[config.mk]
export PLATFORM = sky130hd
export DESIGN_NAME = tpb_fifo
export DESIGN_NICKNAME = d
export VERILOG_FILES = /design/src/hdl/tpb_pkg.sv /design/src/hdl/tpb_fifo.sv
export SDC_FILE = /design/constraint.sdc
export NUM_CORES = 1
export LEC_CHECK = 0
export BUFFER_PORTS_ARGS = -buffer_cell sky130_fd_sc_hd__buf_2
export CORE_MARGIN = 2
export CORE_UTILIZATION = 55
export DETAILED_ROUTE_END_ITERATION = 10
export GPL_ROUTABILITY_DRIVEN = 1
export HOLD_SLACK_MARGIN = 0.05
export PLACE_DENSITY = 0.86
export SYNTH_ARGS = -nofsm -noshare
export SYNTH_HDL_FRONTEND = slang
export SYNTH_SLANG_ARGS = --single-unit
[constraint.sdc]
create_clock -name clk -period 3.8 [get_ports clk]
set_input_delay 0.38 -clock clk [delete_from_list [all_inputs] [get_ports clk]]
set_output_delay 0.38 -clock clk [all_outputs]
set_load 0.1 [all_outputs]
[src/hdl/tpb_pkg.sv]
// Shared constants, types and register codes for the track polyline builder.
package tpb_pkg;

    localparam int TRACK_DEPTH = 1024;
    localparam int POLY_MAX    = 64;
    localparam int COORD_LIMIT = 32767;
    localparam int VIEW_MARGIN = 8;
    localparam int QUEUE_DEPTH = 4;

    localparam int IDX_W  = $clog2(TRACK_DEPTH);
    localparam int CNT_W  = IDX_W + 1;
    localparam int DVD_W  = CNT_W + 7;
    localparam int WALK_W = DVD_W + 1;
    localparam int STEP_W = $clog2(DVD_W + 1);
    localparam int QPTR_W = $clog2(QUEUE_DEPTH);

    localparam logic [2:0] CFG_CTR_LAT     = 3'd0;
    localparam logic [2:0] CFG_CTR_LON     = 3'd1;
    localparam logic [2:0] CFG_SCALE_LON   = 3'd2;
    localparam logic [2:0] CFG_SCALE_LAT   = 3'd3;
    localparam logic [2:0] CFG_HALF_WIDTH  = 3'd4;
    localparam logic [2:0] CFG_HALF_HEIGHT = 3'd5;
    localparam logic [2:0] CFG_PROJ_VALID  = 3'd6;
    localparam logic [2:0] CFG_PT_LIMIT    = 3'd7;

    typedef struct packed {
        logic [30:0] ctr_lat;
        logic [31:0] ctr_lon;
        logic [31:0] scale_lon;
        logic [31:0] scale_lat;
        logic [11:0] half_w;
        logic [11:0] half_h;
        logic        proj_valid;
        logic [6:0]  pt_limit;
    } cfg_t;

    // projected point as it travels from front to back
    typedef struct packed {
        logic [15:0] x;
        logic [15:0] y;
        logic        ok;
        logic        last;
    } pt_t;

    typedef struct packed {
        logic [15:0] x;
        logic [15:0] y;
        logic        last_point;
        logic        empty_res;
    } res_t;

endpackage

[src/hdl/tpb_fifo.sv]
// Short queue between the projection front end and the track back end.
module tpb_fifo (
    input  logic         clk,
    input  logic         rst_n,
    input  tpb_pkg::pt_t push_data,
    input  logic         push_valid,
    output logic         push_ready,
    output tpb_pkg::pt_t pop_data,
    output logic         pop_valid,
    input  logic         pop_ready
);
    import tpb_pkg::*;

    pt_t               slots [QUEUE_DEPTH];
    logic [QPTR_W-1:0] wr_ptr_reg;
    logic [QPTR_W-1:0] rd_ptr_reg;
    logic [QPTR_W:0]   fill_reg;
    logic              push_fire;
    logic              pop_fire;

    assign push_ready = (fill_reg != (QPTR_W + 1)'(QUEUE_DEPTH));
    assign pop_valid  = (fill_reg != '0);
    assign pop_data   = slots[rd_ptr_reg];
    assign push_fire  = push_valid && push_ready;
    assign pop_fire   = pop_valid && pop_ready;

    always_ff @(posedge clk or negedge rst_n)
    begin
        if (!rst_n)
        begin
            wr_ptr_reg <= '0;
            rd_ptr_reg <= '0;
            fill_reg   <= '0;
        end
        else
        begin
            if (push_fire)
                wr_ptr_reg <= wr_ptr_reg + 1'b1;
            if (pop_fire)
                rd_ptr_reg <= rd_ptr_reg + 1'b1;
            if (push_fire && !pop_fire)
                fill_reg <= fill_reg + 1'b1;
            else if (pop_fire && !push_fire)
                fill_reg <= fill_reg - 1'b1;
        end
    end

    always_ff @(posedge clk)
    begin
        if (push_fire)
            slots[wr_ptr_reg] <= push_data;
    end

endmodule

== Word level (Yosys, flattened, before mapping) ==
Memory sizes are Yosys's and may differ from the RTL's.
Cells that the tools add are included.

* Reduce and logical (&&, ||, !) cells: 8
* Equality and inequality tests: 1
* $add $sub $neg: 4
* Multiplexer cells: 4

{| class="wikitable"
|+ Operators with widths
! operator !! count
|-
| $mux 3 || 2
|-
| $add 2x1->2 const B || 2
|-
| $logic_and 1x1->1 || 4
|-
| $add 3x1->3 const B || 1
|-
| $ne 3x3->1 const B || 1
|-
| $reduce_bool 3->1 || 1
|-
| $sub 3x1->3 const B || 1
|-
| $logic_not 1->1 || 2
|-
| $mux 1 || 2
|-
| $reduce_bool 2->1 || 1
|}

* Word-level logic and storage cells: 21
* Bits of input ports: 38
* Memory bits (writable): 136
* Memories: 1
* Bits in registers: 7

{| class="wikitable"
|+ Memory list
! memory !! words !! bits a word !! rd ports !! clocked after memory_dff !! wr ports !! RTL line !! source
|-
| slots || 4 || 34 || 1 || 0 || 1 || tpb_fifo.sv:14 || <nowiki>pt_t slots [QUEUE_DEPTH];</nowiki>
|}

== Longest topological paths before layout ==
Gate-level depths: netlist (run 1).

* Depth after elaboration: 6
* Depth in mapped cells: 8
* Gate-level depth less buffers: 8

== Worst setup path after synthesis (run 1) ==
OpenSTA, ideal clock, no wires.

* Path type: reg2reg
* Start point: register fill_reg[1]
* End point: register fill_reg[2]
* Stages on the path, launching flop included: 9
* Path buffers: 0
* Required time: 3.721 ns
* Setup slack: 1.269 ns
* Setup time: 0.079 ns
* Arrival time: 2.451 ns
* Path through: dfrtp_1 or3_1 nand2_1 ha_1 inv_1 fa_1 xor2_1 nor2_1 xor2_1

* Longest elaborated chain between the ends: 5
* Elaborated cells between the ends (all ways): 13

{| class="wikitable"
|+ Ends and longest elaborated chain
! element !! RTL line !! source
|-
| from (decl) || tpb_fifo.sv:17 || <nowiki>logic [QPTR_W:0] fill_reg;</nowiki>
|-
| from (signal assigned) || tpb_fifo.sv:42 || <nowiki>fill_reg <= fill_reg + 1'b1;</nowiki>
|-
| from (signal assigned) || tpb_fifo.sv:44 || <nowiki>fill_reg <= fill_reg - 1'b1;</nowiki>
|-
| $reduce_bool 3->1 (*) || tpb_fifo.sv:22 || <nowiki>assign pop_valid = (fill_reg != '0);</nowiki>
|-
| via pop_valid || tpb_fifo.sv:9 || <nowiki>output logic pop_valid,</nowiki>
|-
| $logic_and 1x1->1 (*) || tpb_fifo.sv:25 || <nowiki>assign pop_fire = pop_valid && pop_ready;</nowiki>
|-
| $logic_not 1->1 || tpb_fifo.sv:41 || <nowiki>if (push_fire && !pop_fire)</nowiki>
|-
| $logic_and 1x1->1 || tpb_fifo.sv:41 ||
|-
| $mux 3 or $reduce_bool 2->1 (tied branches) || n/a ||
|}

Mark *: on every way through the listed nets, which the timed path passes. The rest lies on a longest branch. The select of a mux whose other input is x is not followed.
A chain may end at the register's enable or synchronous reset.

==> results of run 1 <==
==> cells in the mapped netlist <==
cell | n | area, um2
sky130_fd_sc_hd__and2_1 | 4 | 25.02
sky130_fd_sc_hd__fa_1 | 1 | 20.02
sky130_fd_sc_hd__buf_12 | 3 | 60.06
sky130_fd_sc_hd__a21boi_2 | 1 | 11.26
sky130_fd_sc_hd__xnor2_1 | 4 | 35.03
sky130_fd_sc_hd__or3_1 | 1 | 6.260
sky130_fd_sc_hd__inv_1 | 3 | 11.26
sky130_fd_sc_hd__edfxtp_1 | 136 | 4084
sky130_fd_sc_hd__nor2_1 | 2 | 7.510
sky130_fd_sc_hd__buf_2 | 4 | 20.02
sky130_fd_sc_hd__mux4_2 | 28 | 630.6
sky130_fd_sc_hd__mux4_1 | 6 | 157.7
sky130_fd_sc_hd__ha_1 | 5 | 62.56
sky130_fd_sc_hd__buf_6 | 1 | 11.26
sky130_fd_sc_hd__mux2_2 | 2 | 22.52
sky130_fd_sc_hd__dfrtp_1 | 7 | 175.2
sky130_fd_sc_hd__xor2_1 | 2 | 17.52
sky130_fd_sc_hd__nand3_1 | 1 | 5.000
sky130_fd_sc_hd__nand2_1 | 2 | 7.510
==> worst register-to-register path, cell delays in order, from the launching register on <==
cell	delay (ns)
sky130_fd_sc_hd__dfrtp_1	0.42
sky130_fd_sc_hd__or3_1	0.43
sky130_fd_sc_hd__nand2_1	0.13
sky130_fd_sc_hd__ha_1	0.20
sky130_fd_sc_hd__inv_1	0.06
sky130_fd_sc_hd__fa_1	0.37
sky130_fd_sc_hd__xor2_1	0.17
sky130_fd_sc_hd__nor2_1	0.11
sky130_fd_sc_hd__xor2_1	0.16
==> logic make-up (layout without fill, tap and decap cells) <==
logic type	count (synthesis)	in the layout	synth area share
compound gates	1	1	0.002097
xor+xnor	6	6	0.009786
fa+ha+maj	6	6	0.01538
buf+inv	11	109	0.01911
flops	143	143	0.7931
mux	36	36	0.1510
simple gates	10	10	0.009553
==> stage by stage <==
step / hold slack [ns] / cells / setup slack, ns / area [um2]
final: 0.08846 / 444 / 1.175 / 6430
after global routing: 0.05500 / 444 / 1.035 / 6430
after CTS: 0.05444 / 444 / 1.124 / 6430
after detailed placement: 0.2273 / 413 / 1.676 / 5833
after global placement: 0.2203 / 413 / 1.670 / 5833
after floorplan: 0.08441 / 213 / 1.269 / 5370
==> final timing paths <==
check / from / to / slack, ns / cells past startpoint
setup / recovery: rd_ptr_reg[1] / pop_data[26] / 1.18 / 2
hold / removal: push_data[16] / slots[2][16] / 0.09 / 1
setup reg to reg: fill_reg[1] / fill_reg[2] / 1.69 / 8
hold reg to reg: fill_reg[2] / fill_reg[2] / 0.55 / 1
max in group asynchronous: rst_n / rd_ptr_reg[0] / 3.37 / 2
min in group asynchronous: rst_n / rd_ptr_reg[1] / 0.24 / 2
==> cells in the final DEF, fill, tap and decap left out, types with 2 or more instances in the layout <==
cell type,count
sky130_fd_sc_hd__mux4_1,6
sky130_fd_sc_hd__clkinv_4,2
sky130_fd_sc_hd__edfxtp_1,136
sky130_fd_sc_hd__buf_2,73
sky130_fd_sc_hd__ha_1,5
sky130_fd_sc_hd__dfrtp_2,2
sky130_fd_sc_hd__clkinv_1,2
sky130_fd_sc_hd__mux4_2,28
sky130_fd_sc_hd__mux2_2,2
sky130_fd_sc_hd__and2_2,4
sky130_fd_sc_hd__inv_1,3
sky130_fd_sc_hd__nand2_1,2
sky130_fd_sc_hd__xnor2_1,4
sky130_fd_sc_hd__clkinv_2,4
sky130_fd_sc_hd__xor2_1,2
sky130_fd_sc_hd__clkbuf_16,16
sky130_fd_sc_hd__bufinv_16,4
sky130_fd_sc_hd__buf_4,2
sky130_fd_sc_hd__dfrtp_1,5
sky130_fd_sc_hd__nor2_1,2
==> area by class of cell <==
type | count | area [um2]
clock inverter | 13 | 172.7
tap | 133 | 166.4
sequential | 143 | 4262
fill | 658 | 3209
multi-input combinational | 59 | 1013
timing repair buffer | 76 | 390.4
clock buffer | 17 | 414.1
inverter | 3 | 11.26
==> per-layer routing <==
| metal | share of wire | vias up | track usage | routed length (um) |
|---|---|---|---|---|
| li1 | - | 1074 | - | - |
| met1 | 0.44 | 1236 | 0.2253 | 3694 |
| met2 | 0.50 | 68 | 0.2720 | 4255 |
| met3 | 0.058 | 2 | 0.07051 | 487 |
| met4 | 0.0028 | 0 | 0.06377 | 24 |
| met5 | 0 | - | 0 | 0 |
==> results by stage, run 1 <==
Timing:
- Setup repair after global routing left no endpoint under its margin.
- Of the available clock period, the critical path in the final layout requires 0.6908.
- The maximum operating frequency is 381.0 MHz.
- The clock arrives with 0.01444 ns of skew.
- The count of final max-slew check failures is 0.
- The final-report hold violation count is 0.
- The aggregate negative setup slack is 0 ns.
- At the pin with the least slew margin, the transition time is between 0.9 and 1 ns.
- Headroom to the max-slew limit came out at 0.3778.
- The time the final worst path needs with I/O delays and setup is 2.625 ns.
- Setup violations remaining at the end of the flow were counted as 0.

Final layout:
- The share of the core filled with cells in the final layout is 0.6671.
- The area growth from synthesis to layout is 19.73%.
- In the final design database the tool counted 344 nets.
- The flip-flop count of the largest register, all copies and words added is 136.
- The total inserted antenna cells is 0.
- The proportion of layout cells with a drive suffix above 1 is 0.4502.

Routing:
- Wires add up to roughly 8500 um.
- The DRC violation count after routing is 0.
- After detailed routing, the average wire length per cell comes to 19.06 um.
- The routed layout has 2380 vias.
- The number of iterations in the first detailed-routing pass is 4.
- After detailed routing, the number of vias per cell comes to 5.360.
- The number of violations reported at the end of detailed-routing iteration 0 is 84.
- The number of routed nets with antenna violations is 0.

CTS:
- The clock tree from TritonCTS is yes.
- After clock tree synthesis, the flow added hold-fix buffers numbering 1.
- The clock passes through at most 2 buffers.
- Post-CTS timing repair inserted 0 buffers for setup.
- The cell chosen for the clock root is sky130_fd_sc_hd__clkbuf_8.
- After clock tree synthesis, the clock-pin slew on the worst setup and hold paths is 0.06 ns.
- The maximum level of the CTS H-tree is 4.
- The number of gates resized after cts is 0.
- The TritonCTS buffer count is 17.
- The clock reaches the later pin of the worst-skew pair after 0.51 ns.
- Counting every sink on the clock net gives approximately 140.

Setup path:
- The critical path in this run is classified as reg2out.
- The data arrival time of the worst path is approximately 2.2 ns.
- In this design, the stage delay of the slowest critical-path cell is 0.92 ns.
- The critical path startpoint category is a flip-flop.
- The slowest stage of the critical path is the sky130_fd_sc_hd__dfrtp_2 cell.
- STA puts the critical path data required time at 3.42 ns.
- Traced cell by cell, the critical path runs through mux4_2, buf_2.
- In this run the worst path has a maximum fanout of 35.
- Broken down by cell family, the worst path's largest delay share belongs to flip-flops.
- Together, buffers and inverters on the worst path number 1.
- The endpoint class of the critical path is a primary output.

Yosys:
- The number of nets in the synthesized netlist is 257.
- The number of warnings issued by yosys is 0.
- The instance count of the mapped netlist is 213.
- The count of different cell masters after synthesis is 19.
- The mean instance size in the synthesized netlist is 25.21 um2.
- The mapped netlist covers 5370 um2.
- The share of the Yosys chip area taken by registers is 0.7931.
- Synthesis inferred 143 register bits.

Flow run:
- Max-cap violations in this run came to 0.

Floorplan:
- The floorplan has 36 rows.
- For this configuration, the core starts out at a cell density of 0.5571.
- The width of the die is between 100 and 150 um.
- The die covers 10570 um2.
- For this design the top-level I/O count stands at 74.
- The core area is 9639 um2.
- The die span in y is between 100 and 150 um.

Hold path:
- The path class of the tightest hold or removal check is in2reg.

Global routing:
- The leftover overflow at the end of global routing is 0.
- The via count of the first global-routing pass was 2492.
- Entering global routing, the biggest net connects 36 pins.
- The all-layer global routing usage is 0.1743.
- The number of antenna violations at the first check in global routing is 0.
- The first global-routing pass estimated 12880 um of wire.

Placement:
- The placed wire-length estimate is between 4000 and 5000 um.
- The last weighted congestion value of the routability-driven placer is 0.6940.
- The count of input and output buffers is 73.

Status:
- The flow ran to the end, and the final reports show no timing, DRC or antenna violations.
Power of run 1 is not shown: default switching activity piles up to over one toggle a cycle in this logic, so the estimate is an artifact.
==> run 2: changes to the inputs <==
==> constraint.sdc (replaced) <==
create_clock -name clk -period 2.6 [get_ports clk]
set_input_delay 0.26 -clock clk [delete_from_list [all_inputs] [get_ports clk]]
set_output_delay 0.26 -clock clk [all_outputs]
set_load 0.1 [all_outputs]
==> run 2 against run 1 <==
Net effect:
- count of clock-buffer cells in the layout grew 1
- final area up 8.7%
- cell count grew 9.7%
- highest routed layer unchanged
- register-to-register slack worse by 1.4 ns
- die area stayed put
- non-clock buffer count increased by 41
- utilization increased by 5.8 points
==> results by stage, run 2 (synthesis results as in run 1) <==
Status:
- The flow ran to the end, and the final reports show no timing, DRC or antenna violations.

CTS:
- The clock latency at the later pin of the worst-skew pair is 0.51 ns (about the same).
- The number of buffers on the longest clock path is 2 (unchanged).
- The number of gates resized after cts is 0 (unchanged).
- The clock transition at the registers of the reported paths came to 0.06 ns (about the same).
- The clock tree from TritonCTS is yes.
- The cell chosen for the clock root is sky130_fd_sc_hd__clkbuf_8.
- The count of clock tree sinks is 143 (unchanged).
- The maximum level of the CTS H-tree is 4 (unchanged).
- The TritonCTS buffer count is 17 (unchanged).

Routing:
- The final wirelength is 9441 um (+12%).
- The via count was 2557 (+7.4%).
- The average wire per cell in the routed design is 19.39 um (+1.7%).
- The average via count per standard cell is 5.251 (-2.0%).
- The DRC violation count after routing is 0 (unchanged).
- The number of iterations in the first detailed-routing pass was 4 (unchanged).
- The number of routed nets with antenna violations came to 0 (unchanged).
- The number of violations reported at the end of detailed-routing iteration 0 is 100 (+19%).

Timing:
- The worst clock skew is 0.005646 ns (-0.008798 ns).
- The final-report hold violation count is 0 (unchanged).
- The final-report setup violation count is 0 (unchanged).
- The slew of the pin with the lowest slew margin is 0.5466 ns (-0.3867 ns).
- Based on the critical path, the design can be clocked at up to ~400 MHz.
- The count of final max-slew check failures came to 0 (unchanged).
- The tightest slew margin relative to the limit was 0.6356 (+0.2578).
- The time the final worst path needs with I/O delays and setup is 2.428 ns.
- Setup repair after global routing left no endpoint under its margin.
- Dividing the final minimum period by the clock period gives 0.9338.
- The aggregate negative setup slack is 0 ns (unchanged).

Final layout:
- The total inserted antenna cells is 0 (unchanged).
- The flip-flop count of the largest register, all copies and words added is 136 (unchanged).
- The area growth from synthesis to layout is 30.10%.
- The proportion of layout cells with a drive suffix above 1 is 0.4068 (-0.04338).
- In the layout the commonest cells are sky130_fd_sc_hd__edfxtp_1 (136), sky130_fd_sc_hd__buf_2 (73), sky130_fd_sc_hd__dlygate4sd3_1 (36), sky130_fd_sc_hd__mux4_2 (28), sky130_fd_sc_hd__clkbuf_16 (16).
- The final-stage net count came to 385 (+12%).
- The design area is 6987 um2 (+8.7%).
- Leaving out fill and tap cells, the most frequent cell in the layout is sky130_fd_sc_hd__edfxtp_1.

Floorplan:
- The core area was 9639 um2 (unchanged).
- The number of I/O pins was 74 (unchanged).
- The number of core rows is 36 (unchanged).
- The die span in y is 102.8 um (unchanged).
- The width of the die was 102.8 um (unchanged).
- The effective utilization at floorplan is 0.5571 (unchanged).
- The die area is 10570 um2 (unchanged).

Setup path:
- The critical path's top delay family is flip-flops.
- The data arrival time of the worst path is 2.17 ns (-0.07 ns).
- The slowest library cell on the worst path is sky130_fd_sc_hd__dfrtp_2.
- The critical path startpoint category is a flip-flop.
- The endpoint class of the critical path is a primary output.
- The startpoint of the worst-slack reg-to-reg timing path is fill_reg[1].
- The critical path goes through buf_4, mux4_2, buf_2.
- The length in cells of the worst reg-to-reg path was 8 (unchanged).
- The slack of the worst reg-to-reg path is 0.28 ns (-1.41 ns).
- The endpoint identified for the worst register-to-register timing path is fill_reg[2].
- The critical path is of the reg2out type.
- The required time of the worst setup path is 2.34 ns (-1.08 ns).
- The largest driver fanout on the critical path is 21 (-40%).
- The number of buffer and inverter instances along the worst setup path is 2 (+1).
- The highest cell delay on the worst timing path was 0.72 ns (-0.20 ns).

Global routing:
- The met1 track utilization from global routing is 0.2379 (+0.01268).
- The largest net degree at the start of global routing is 37 (+2.8%).
- The met3 track demand over resource in global routing is 0.05288 (-0.01763).
- The all-layer global routing usage is 0.1913 (+0.01699).
- The number of antenna violations at the first check in global routing was 0 (unchanged).
- The global-route wire length before repair was 13840 um (+7.4%).
- The leftover overflow at the end of global routing was 0 (unchanged).
- The via count of the first global-routing pass was 2640 (+5.9%).
- The most crowded layer after global routing is met2.
- The met2 track utilization from global routing is 0.3208 (+0.04877).

Placement:
- The last weighted congestion value of the routability-driven placer came to 0.6764 (-2.5%).
- The placed wire-length estimate was 5378 um (+9.5%).
- The placed standard-cell area is 5941 um2 (+1.8%).
- The count of input and output buffers was 73 (unchanged).

Flow run:
- The number of maximum-capacitance violations is 0 (unchanged).

Hold path:
- The worst hold path belongs to the class in2async.
==> run 2: layer usage <==
| layer | routed length, um | share of wire |
|---|---|---|
| met4 | 132 | 0.014 |
| met5 | 0 | 0 |
| met3 | 369 | 0.039 |
| met2 | 5016 | 0.53 |
| met1 | 3922 | 0.42 |
==> run 2: worst reg2reg max path: stages (launching register included) <==
cell	delay (ns)
sky130_fd_sc_hd__dfrtp_1	0.42
sky130_fd_sc_hd__or3_1	0.43
sky130_fd_sc_hd__nand2_1	0.13
sky130_fd_sc_hd__ha_1	0.23
sky130_fd_sc_hd__inv_1	0.08
sky130_fd_sc_hd__fa_1	0.39
sky130_fd_sc_hd__xor2_1	0.26
sky130_fd_sc_hd__nor2_1	0.11
sky130_fd_sc_hd__xor2_1	0.15
==> run 2: timing repair <==
action / in CTS / in global routing
hold buffers: 36 / 0
endpoints found under the hold margin: 145 / 0
endpoints found under the setup margin: 0 / 0
buffers inserted: 0 / 0
==> run 2: worst max path at each step <==
| stage | slack, ns | to | depth (start not counted) | from |
|---|---|---|---|---|
| 2_1_floorplan | 0.07 | fill_reg[2] | 8 | fill_reg[1] |
| 4_1_cts | 0.14 | pop_data[26] | 3 | rd_ptr_reg[1] |
| 6_report | 0.17 | pop_data[7] | 3 | rd_ptr_reg[1] |
| 5_1_grt | 0.08 | pop_data[4] | 3 | rd_ptr_reg[1] |
| 3_5_place_dp | 0.35 | fill_reg[2] | 8 | fill_reg[0] |
| 3_3_place_gp | 0.58 | fill_reg[2] | 8 | fill_reg[1] |
==> run 2: final cells by class <==
cell class,count,area (um2)
Sequential cell,143,4262
Tap cell,133,166.4
Multi-Input combinational cell,59,1013
Fill cell,592,2653
Inverter,3,11.26
Clock inverter,14,267.8
Clock buffer,18,417.9
Timing Repair Buffer,117,848.3
==> run 2: per-stage QoR <==
stage                     worst slack (ns)  cells    util  hold slack (ns)
after floorplan                    0.06942    213       -         -0.03559
after global placement              0.5822    419  0.6163           0.1026
after detailed placement            0.3458    419  0.6163           0.1017
after global routing               0.07906    487  0.7248           0.1259
final                               0.1720    487  0.7248           0.1205
after CTS                           0.1395    487  0.7248          0.08219
Power of run 2 is left out for the same reason.
